--- src/hw/rtl/pef_pkg.sv ---
package pef_pkg;

   // request codes
   localparam logic [1:0] FUNC_ENQUEUE = 2'd0;
   localparam logic [1:0] FUNC_SERVICE = 2'd1;
   localparam logic [1:0] FUNC_CLEAR   = 2'd2;

   // result kinds
   localparam logic [1:0] KIND_ACCEPTED = 2'd0;
   localparam logic [1:0] KIND_REFUSED  = 2'd1;
   localparam logic [1:0] KIND_RELEASED = 2'd2;
   localparam logic [1:0] KIND_NONE     = 2'd3;

   // configuration register indexes
   localparam int CSR_IDX_W = 2;
   localparam logic [CSR_IDX_W-1:0] CSR_SKIP_ALL = 2'd0;
   localparam logic [CSR_IDX_W-1:0] CSR_MIN_GAP  = 2'd1;
   localparam int CSR_DATA_W = 16;

   localparam logic [15:0] MIN_GAP_RESET = 16'd1000;

   // releases per service beat
   localparam int MAX_RESULTS = 16;
   localparam int REL_CNT_W   = $clog2(MAX_RESULTS + 1);

   typedef struct packed {
      logic [1:0]  func;
      logic [31:0] now_time;
      logic [7:0]  speaker_tag;
      logic [15:0] sound_tag;
      logic [15:0] expire_delay;
   } req_type;

   typedef struct packed {
      logic [1:0]  result_kind;
      logic [7:0]  out_speaker;
      logic [15:0] out_sound;
      logic        last;
   } rsp_type;

   typedef struct packed {
      logic [7:0]  speaker;
      logic [15:0] sound;
      logic [31:0] expiry;
   } slot_type;

   localparam int SLOT_W = $bits(slot_type);

endpackage

--- src/hw/rtl/pef_slot_ram.sv ---
module pef_slot_ram
   import pef_pkg::*;
#(
   parameter int DEPTH = 16,
   parameter int AW    = 4
) (
   input  logic          clock,
   input  logic          wr_en,
   input  logic [AW-1:0] wr_addr,
   input  slot_type      wr_data,
   input  logic [AW-1:0] rd_addr,
   output slot_type      rd_data
);

   slot_type mem [DEPTH];
   slot_type rd_data_ff;

   always_ff @(posedge clock) begin
      if (wr_en) begin
         mem[wr_addr] <= wr_data;
      end
      rd_data_ff <= mem[rd_addr];
   end

   assign rd_data = rd_data_ff;

endmodule

--- src/hw/rtl/paced_expiring_fifo.sv ---
// Enqueue, clear and refused service are answered in the cycle after the request beat.
// Service: each head entry examined takes a slot RAM read, then a check; the walk
//   closes with one more read, then the stop check; the final result waits in a
//   one-entry hold so last can be set.
// Throughput: one request at a time; enqueue/clear: a beat each cycle when unstalled.
// Reset: synchronous, active high; clears control state, leaves slot RAM contents.
module paced_expiring_fifo
   import pef_pkg::*;
#(
   parameter int QUEUE_DEPTH = 16
) (
   input  logic                 clock,
   input  logic                 reset,
   // request channel
   input  logic                 req_valid,
   output logic                 req_stall,
   input  req_type              req_data,
   // result channel
   output logic                 rsp_valid,
   input  logic                 rsp_stall,
   output rsp_type              rsp_data,
   // configuration writes
   input  logic                 csr_valid,
   output logic                 csr_ready,
   input  logic [CSR_IDX_W-1:0] csr_index,
   input  logic [CSR_DATA_W-1:0] csr_wdata
);

   localparam int HW = (QUEUE_DEPTH > 1) ? $clog2(QUEUE_DEPTH) : 1;
   localparam int CW = $clog2(QUEUE_DEPTH + 1);
   localparam logic [HW-1:0] HEAD_LAST = HW'(QUEUE_DEPTH - 1);
   localparam logic [CW-1:0] COUNT_FULL = CW'(QUEUE_DEPTH);
   localparam logic [HW:0]   DEPTH_EXT = (HW + 1)'(QUEUE_DEPTH);
   localparam logic [REL_CNT_W-1:0] REL_MAX = REL_CNT_W'(MAX_RESULTS);

   typedef enum logic [2:0] {
      ST_IDLE  = 3'b001,
      ST_READ  = 3'b010,
      ST_CHECK = 3'b100
   } state_type;

   state_type state_ff, state_in;
   logic [HW-1:0] head_ff, head_in;
   logic [CW-1:0] count_ff, count_in;
   logic [31:0]   next_ff, next_in;        // next allowed release time
   logic          skip_ff, skip_in;
   logic [15:0]   gap_ff, gap_in;
   logic [31:0]   now_ff, now_in;          // time of the service in progress
   logic [REL_CNT_W-1:0] nrel_ff, nrel_in; // releases so far in this service
   logic          pend_valid_ff, pend_valid_in;
   slot_type      pend_ff, pend_in;        // latest release, held until last is known
   logic          rsp_valid_ff, rsp_valid_in;
   rsp_type       rsp_ff, rsp_in;

   logic          wr_en;
   slot_type      wr_slot;
   slot_type      rd_slot;
   logic [HW-1:0] tail;
   logic [HW:0]   tail_sum;
   logic [HW-1:0] head_inc;
   logic          out_free;
   logic          stop;

   // one slot RAM, written at the tail, read at the head every cycle
   pef_slot_ram #(
      .DEPTH (QUEUE_DEPTH),
      .AW    (HW)
   ) u_slots (
      .clock   (clock),
      .wr_en   (wr_en),
      .wr_addr (tail),
      .wr_data (wr_slot),
      .rd_addr (head_ff),
      .rd_data (rd_slot)
   );

   // tail = (head + count) mod depth; the sum stays below twice the depth
   assign tail_sum = {1'b0, head_ff} + (HW + 1)'(count_ff);
   assign tail     = (tail_sum >= DEPTH_EXT) ? HW'(tail_sum - DEPTH_EXT) : HW'(tail_sum);
   assign head_inc = (head_ff == HEAD_LAST) ? '0 : head_ff + 1'b1;

   assign wr_slot.speaker = req_data.speaker_tag;
   assign wr_slot.sound   = req_data.sound_tag;
   assign wr_slot.expiry  = req_data.now_time + {16'd0, req_data.expire_delay};

   // output register can take a new beat this edge
   assign out_free  = !rsp_valid_ff || !rsp_stall;
   assign req_stall = !((state_ff == ST_IDLE) && out_free);
   assign rsp_valid = rsp_valid_ff;
   assign rsp_data  = rsp_ff;
   assign csr_ready = 1'b1;

   // popping ends on empty queue, result limit or pacing
   assign stop = (count_ff == '0) || (nrel_ff == REL_MAX) || (now_ff < next_ff);

   always_comb begin
      state_in      = state_ff;
      head_in       = head_ff;
      count_in      = count_ff;
      next_in       = next_ff;
      skip_in       = skip_ff;
      gap_in        = gap_ff;
      now_in        = now_ff;
      nrel_in       = nrel_ff;
      pend_valid_in = pend_valid_ff;
      pend_in       = pend_ff;
      rsp_valid_in  = rsp_valid_ff && rsp_stall;
      rsp_in        = rsp_ff;
      wr_en         = 1'b0;

      if (csr_valid && csr_ready) begin
         case (csr_index)
            CSR_SKIP_ALL: skip_in = csr_wdata[0];
            CSR_MIN_GAP:  gap_in  = csr_wdata;
            default: ;
         endcase
      end

      case (state_ff)
         ST_IDLE: begin
            if (req_valid && out_free) begin
               rsp_valid_in = 1'b1;
               rsp_in       = '{KIND_NONE, 8'd0, 16'd0, 1'b1};
               case (req_data.func)
                  FUNC_ENQUEUE: begin
                     if (skip_ff || (count_ff >= COUNT_FULL)) begin
                        rsp_in.result_kind = KIND_REFUSED;
                     end else begin
                        wr_en              = 1'b1;
                        count_in           = count_ff + 1'b1;
                        rsp_in.result_kind = KIND_ACCEPTED;
                     end
                  end
                  FUNC_CLEAR: begin
                     head_in  = '0;
                     count_in = '0;
                  end
                  FUNC_SERVICE: begin
                     if (!skip_ff) begin
                        // results come from the pop loop instead
                        rsp_valid_in  = 1'b0;
                        now_in        = req_data.now_time;
                        nrel_in       = '0;
                        pend_valid_in = 1'b0;
                        state_in      = ST_READ;
                     end
                  end
                  default: ;
               endcase
            end
         end

         ST_READ: begin
            // head slot read in flight
            state_in = ST_CHECK;
         end

         ST_CHECK: begin
            if (stop) begin
               if (out_free) begin
                  rsp_valid_in = 1'b1;
                  if (pend_valid_ff) begin
                     rsp_in = '{KIND_RELEASED, pend_ff.speaker, pend_ff.sound, 1'b1};
                  end else begin
                     rsp_in = '{KIND_NONE, 8'd0, 16'd0, 1'b1};
                  end
                  pend_valid_in = 1'b0;
                  state_in      = ST_IDLE;
               end
            end else if (now_ff > rd_slot.expiry) begin
               // expired: drop silently
               head_in  = head_inc;
               count_in = count_ff - 1'b1;
               state_in = ST_READ;
            end else if (!pend_valid_ff || out_free) begin
               if (pend_valid_ff) begin
                  rsp_valid_in = 1'b1;
                  rsp_in = '{KIND_RELEASED, pend_ff.speaker, pend_ff.sound, 1'b0};
               end
               pend_in       = rd_slot;
               pend_valid_in = 1'b1;
               nrel_in       = nrel_ff + 1'b1;
               head_in       = head_inc;
               count_in      = count_ff - 1'b1;
               next_in       = now_ff + {16'd0, gap_ff};
               state_in      = ST_READ;
            end
         end

         default: begin
            state_in = ST_IDLE;
         end
      endcase
   end

   always_ff @(posedge clock) begin
      if (reset) begin
         state_ff      <= ST_IDLE;
         head_ff       <= '0;
         count_ff      <= '0;
         next_ff       <= '0;
         skip_ff       <= 1'b0;
         gap_ff        <= MIN_GAP_RESET;
         nrel_ff       <= '0;
         pend_valid_ff <= 1'b0;
         rsp_valid_ff  <= 1'b0;
      end else begin
         state_ff      <= state_in;
         head_ff       <= head_in;
         count_ff      <= count_in;
         next_ff       <= next_in;
         skip_ff       <= skip_in;
         gap_ff        <= gap_in;
         nrel_ff       <= nrel_in;
         pend_valid_ff <= pend_valid_in;
         rsp_valid_ff  <= rsp_valid_in;
      end
      now_ff  <= now_in;
      pend_ff <= pend_in;
      rsp_ff  <= rsp_in;
   end

endmodule

--- config.mk ---
export PLATFORM = sky130hd
export DESIGN_NAME = paced_expiring_fifo
export DESIGN_NICKNAME = d
export VERILOG_FILES = /design/src/hw/rtl/pef_pkg.sv /design/src/hw/rtl/pef_slot_ram.sv /design/src/hw/rtl/paced_expiring_fifo.sv
export SDC_FILE = /design/constraint.sdc
export NUM_CORES = 1
export LEC_CHECK = 0
export ABC_CLOCK_PERIOD_IN_PS = 15100
export BUFFER_PORTS_ARGS = -buffer_cell sky130_fd_sc_hd__buf_2
export CORE_MARGIN = 2
export CORE_UTILIZATION = 35
export CTS_CLUSTER_SIZE = 10
export DETAILED_ROUTE_END_ITERATION = 8
export GPL_ROUTABILITY_DRIVEN = 0
export GPL_TIMING_DRIVEN = 0
export PLACE_DENSITY_LB_ADDON = 0.3
export RECOVER_POWER = 50
export SLEW_MARGIN = 10
export SYNTH_ARGS = -nofsm -noshare
export SYNTH_HDL_FRONTEND = slang
export SYNTH_HIERARCHICAL = 1
export SYNTH_SLANG_ARGS = --single-unit
export TNS_END_PERCENT = 1
--- constraint.sdc ---
create_clock -name clock -period 15.1 [get_ports clock]
set_clock_uncertainty 0.1 [all_clocks]
set_input_delay 3.02 -clock clock [delete_from_list [all_inputs] [get_ports clock]]
set_output_delay 3.02 -clock clock [all_outputs]
set_load 0.01 [all_outputs]
Word level (Yosys, flattened, before mapping)
Memories as Yosys holds them, arrays and structs flattened. A register that Yosys moved wholly into a read port is not among the register bits. Index checks and enable logic that the tools add are counted. W data, S select, Z words.

Bits in writable memories: 896. ROM bits: 0. Memories kept: 1. Flip-flop bits (word level): 151. Latch bits: 0.

Shift-type cells: 0. Bitwise operators: 3. Order comparisons: 4. Multipliers: 0. Reduce and logical (&&, ||, !) cells: 26. Div/mod/pow operators: 0. Add/sub/neg operators: 8. Muxes and demuxes: 63. Eq/ne operators: 23.

Memories: u_slots.mem (words 16, width 56, rd ports 1, clocked after Yosys merged registers in 1, write ports 1, RTL line pef_slot_ram.sv:15) `slot_type mem [DEPTH];`.

Operators by type and width (count): $mux W27 (6); $add A32 B16 Y32 (2); $mux W5 (11); $pmux W27 S2 (1); $gt A32 B32 Y1 (1); $lt A32 B32 Y1 (1); $pmux W5 S2 (3); $mux W4 (7); $mux W26 (1); $mux W1 (22); $mux W3 (7); $ne A3 B3 Y1 const B (6); $reduce_and A7 Y1 (2); $reduce_and A6 Y1 (2); $add A5 B1 Y5 const B (2); $ge A5 B5 Y1 const B (2); $reduce_and A5 Y1 (2); $pmux W3 S3 (1); $ne A2 B2 Y1 const B (4); $pmux W4 S2 (1); $reduce_and A4 Y1 (2); $ne A2 B1 Y1 const B (3); $add A4 B5 Y5 (1); $eq A5 B5 Y1 const B (1); other kinds (21) (36).

Depth between registers and ports, before layout
Depth in word-level cells: 8. Mapped depth: 12.

Hierarchy
Netlist, hierarchy kept.

By module, submodules not included: pef_slot_ram (times used 1, area an instance 34678.3 um^2, seq. area each 28026.9 um^2, cells an instance 1445); paced_expiring_fifo (times used 1, area an instance 9536.6 um^2, seq. area each 3853.7 um^2, cells an instance 1009).

Least setup slack after synthesis
OpenSTA, ideal clock, no wires.

Path kind: in2reg. Start: input rsp_stall. End: memory u_slots/mem[0][0] (netlist name) (enable). Stages: 6. Data arrival time: 7.911 ns. Buffers on the path: 1. Path slack: 6.550 ns. Setup time: 0.539 ns. Cell sequence: and2_0 -> clkbuf_1 -> nor2_1 -> and3_1 -> or3b_2 -> nor3_1.

Word-level cells in the longest chain between the ends: 7.

RTL lines: start, declared (RTL line paced_expiring_fifo.sv:20) `input logic rsp_stall,`; $logic_not A1 Y1 (RTL line paced_expiring_fifo.sv:87) `assign out_free = !rsp_valid_ff || !rsp_stall;`; $logic_or A1 B1 Y1 (RTL line paced_expiring_fifo.sv:87); $logic_and A1 B1 Y1 (RTL line paced_expiring_fifo.sv:121) `if (req_valid && out_free) begin`; $mux W1 (RTL line paced_expiring_fifo.sv:121); $mux W1 (RTL line paced_expiring_fifo.sv:119) `case (state_ff)`; net wr_en (RTL line paced_expiring_fifo.sv:55) `logic wr_en;`; $mux W1 (RTL line pef_slot_ram.sv:19) `if (wr_en) begin`; $mux W1 (not written as such) (RTL line pef_slot_ram.sv:20) `mem[wr_addr] <= wr_data;`; end, declared (RTL line pef_slot_ram.sv:15).

The timed path passes the listed nets, and every way through them passes these cells.

Final worst setup path
Start: input rsp_stall. End: output req_stall.

Word-level cells in the longest chain between the ends: 4.

RTL lines: $logic_not A1 Y1 (RTL line paced_expiring_fifo.sv:87); $logic_or A1 B1 Y1 (RTL line paced_expiring_fifo.sv:87); $logic_and A1 B1 Y1 (RTL line paced_expiring_fifo.sv:88) `assign req_stall = !((state_ff == ST_IDLE) && out_free);`; $logic_not A1 Y1 (RTL line paced_expiring_fifo.sv:88); end, declared (RTL line paced_expiring_fifo.sv:16) `output logic req_stall,`.

No other way between the ends.

==> metrics.md <==
| Metric | Value |
|---|---|
| Synthesized cell area | `0.0442 mm2` |
| Pleak | `16.6 nW` |
| R2R Setup Slk | `9.09 ns` |
| Tightest Pin Transition | `2.85 ns` |
| Die Wd | `359 um` |
| RSZ-0062 raised after global routing | `false` |
| Synth Warn # | `6` |
| Detail Route met2 WL | `55700 um` |
| Vias/cell | `5.32` |
| Reg clk slew, reported paths | `0.06 ns` |
| RR Startpoint | `now_ff[1]` |
| Layout cells sized above 1 | `18.5%` |
| Boundary pin count | `127` |
| Crit share post-route | `44.1%` |
| Distinct cell type count after synthesis | `76` |
| Crit-path max FO | `6` |
| Antenna-violating nets left | `0` |
| Global route overflow | `0` |
| Syn nets | `2657` |
| DR vias | `24100` |
| Hpwl dp | `75900 um` |
| FP Rows | `130` |
| Core Area | `0.126 mm2` |
| Failing checks | `capacitance limit, slew limit` |
| Cell Pwr Density | `130 mW/mm2` |
| Fraction of registers with async set/reset | `0%` |
| Worst-Skew Late Latency | `0.73 ns` |
| CTS root buffer | `clkbuf_16` |
| Post-Syn Area per Cell | `18.0 um2` |
| Area grow syn2layout | `17.2%` |
| Yosys reg bits | `1103` |
| Crit path launch type | `input pin` |
| Worst Hold Class | `register to register` |
| Met3 WL | `7250 um` |
| Top cells by area, synth | `edfxtp_1, mux4_2, dfxtp_1` |
| Max-slew violations | `308` |
| Hold path endpoint | `pend_ff[51]` |
| Run status | `finished, violations left` |
| Worst Reg-to-Reg Cells | `10` |
| CTS H-tree depth | `4` |
| Worst Path Arrival | `3.53 ns` |
| Clock Sinks | `1103` |
| Max Buffers Root-to-Sink | `3` |
| Global-route wire length before repair | `165000 um` |
| DR top layer | `met5` |
| Synth Instances | `2454` |
| Hold Vio Cnt, Final | `0` |
| Final setup viols | `0` |
| Initial antenna violation count | `10` |
| Metal-1 WL | `46600 um` |
| Post-DR wirelength/cell | `24.8 um` |
| DRC Markers | `0` |
| Vias in the first global route | `25000` |
| VDD IR max | `0.103 mV` |
| MaxCap Viol Count | `18` |
| Sequential share of the synthesized area | `72.1%` |
| DRT iter0 DRCs | `2381` |
| Die height | `359 um` |
| Area leader, netlist | `edfxtp_1` |
| Crit end category | `primary output` |
| Hold Crit Start | `u_slots/rd_data[51]` |
| FMAX | `150 MHz` |
| Final hold slack | `0.298 ns` |
| CTS Hold Bufs | `0` |
| Critical setup path kind | `input pin to primary output` |
| Layout fillers | `11200` |
| Post-CTS Setup Inserts | `0` |
| Synth Flop Type | `edfxtp_1` |
| All-layer global routing usage | `17.3%` |
| TNS Setup | `0 ns` |
| Critical path required time | `11.98 ns` |
| Post-Route WL | `112000 um` |
| Die ar. | `0.129 mm2` |
| Post-synth top area share | `66.5%` |
| Post-CTS Resized | `0` |
| Worst Hold Depth | `0` |
| Final #Nets | `2985` |
| Number of enable flip-flop cells after synthesis | `979` |
| Largest net degree at the start of global routing | `34` |
| CTS tree | `done` |
| Fin crit period | `6.65 ns` |
| Clock buffer count from CTS | `131` |
| Initial core utilization | `35.2%` |
| Reg-to-Reg End | `rsp_data[22]` |
| IO buf count | `125` |
| Max-slew headroom | `-90.3%` |
| DR pass1 iterations | `7` |
-- Yosys cell counts (20+ instances only) --
cell type,count
inv_1,91
buf_6,21
a211oi_1,20
nand2_1,148
edfxtp_1,979
nand3_1,40
xor2_1,20
clkbuf_1,60
dfxtp_1,124
ha_1,103
a21oi_1,81
and2_1,28
a22oi_1,113
mux4_2,224
nor2_1,83
xnor2_1,35
o21ai_0,34
-- cell usage in the layout, fill, tap and decap left out, types with 7 or more instances in the layout --
master	netlist	final
a211oi_1	20	20
a21o_1	19	19
a21oi_1	81	82
a22oi_1	113	113
a311o_1	8	8
a31oi_1	9	9
and2_0	1	17
and2_1	28	13
and3_1	13	13
buf_12	0	15
buf_16	0	12
buf_2	12	48
buf_4	7	22
buf_6	21	32
clkbuf_1	60	246
clkbuf_16	0	136
dfxtp_1	124	124
edfxtp_1	979	979
ha_1	103	103
inv_1	91	92
mux2i_1	19	19
mux4_2	224	224
nand2_1	148	148
nand2b_1	12	12
nand3_1	40	40
nand4_1	17	17
nor2_1	83	82
nor2b_1	11	11
nor3_1	16	14
nor4_1	11	11
o21a_1	7	7
o21ai_0	34	34
or3_1	7	7
xnor2_1	35	24
xnor2_2	0	11
xor2_1	20	20
-- worst max-delay path by stage --
stage,from,endpoint,slack (ns),depth (start not counted)
2_1_floorplan,rsp_stall,u_slots/mem[0][0],6.55,6
3_3_place_gp,rsp_stall,u_slots/mem[0][52],1.07,7
3_5_place_dp,req_data[40],u_slots/mem[11][29],7.95,10
4_1_cts,rsp_stall,req_stall,8.47,4
5_1_grt,rsp_stall,req_stall,8.41,4
6_report,rsp_stall,req_stall,8.45,4
-- cell families after synthesis --
logic type | Yosys count | synth area share, %
and+or+nand+nor | 410 | 4.44
adders and majority gates | 106 | 3.05
muxes | 243 | 11.8
xor gates and xnor gates | 55 | 1.09
buffers and inverters | 194 | 2.10
AOI/OAI and AO/OA | 342 | 5.37
other | 1 | 0.00848
DFF | 1103 | 72.1
-- state kept, by name, indices dropped and copies added, names as in the netlist, 3 cells and up --
name             count
u_slots/mem        896
u_slots/rd_data     56
next_ff             32
now_ff              32
rsp_data            27
pend_ff             24
gap_ff              16
count_ff             5
nrel_ff              5
head_ff              4
state_ff             3
-- metal layers --
layer | up-vias | track usage (%)
met5 | - | 0
met4 | 6 | 4.93
met3 | 183 | 3.04
met2 | 866 | 29.4
met1 | 12500 | 22.9
li1 | 10500 | -
-- where the power goes --
group          switching, mW  internal, mW
Clock                   1.22          1.72
Combinational          0.237         0.101
Sequential            0.0267          3.42
-- worst max-delay path, stage by stage --
cell and delay (ns):
buf_2 0.10, nand2_1 0.19, nand2_1 0.07, buf_2 0.14
-- final cells by class --
class / instances / area, um2 / share of cell area, %
timing repair buffer: 195 / 1490 / 2.87
clock buffer: 216 / 3700 / 7.15
sequential: 1103 / 31900 / 61.5
antenna: 3 / 7.51 / 0.0145
inverter: 92 / 345 / 0.666
multi-input combinational: 1157 / 11500 / 22.2
tap: 1650 / 2060 / 3.98
clock inverter: 20 / 305 / 0.589
buffer: 102 / 541 / 1.04
-- metrics by stage --
| stage | cell area (um2) | instances | setup slack, ns | util (%) | total power, mW |
|---|---|---|---|---|---|
| detailed placement | 48200 | 4299 | 7.95 | 38.4 | 3.87 |
| floorplan | 44200 | 2454 | 6.55 | - | 3.70 |
| global route | 51800 | 4536 | 8.41 | 41.3 | 6.96 |
| CTS | 52200 | 4535 | 8.47 | 41.6 | 6.82 |
| finish | 51800 | 4538 | 8.45 | 41.3 | 6.73 |
| global placement | 46900 | 4229 | 1.07 | 37.4 | 3.84 |
Power figures use the tool's default switching activity.
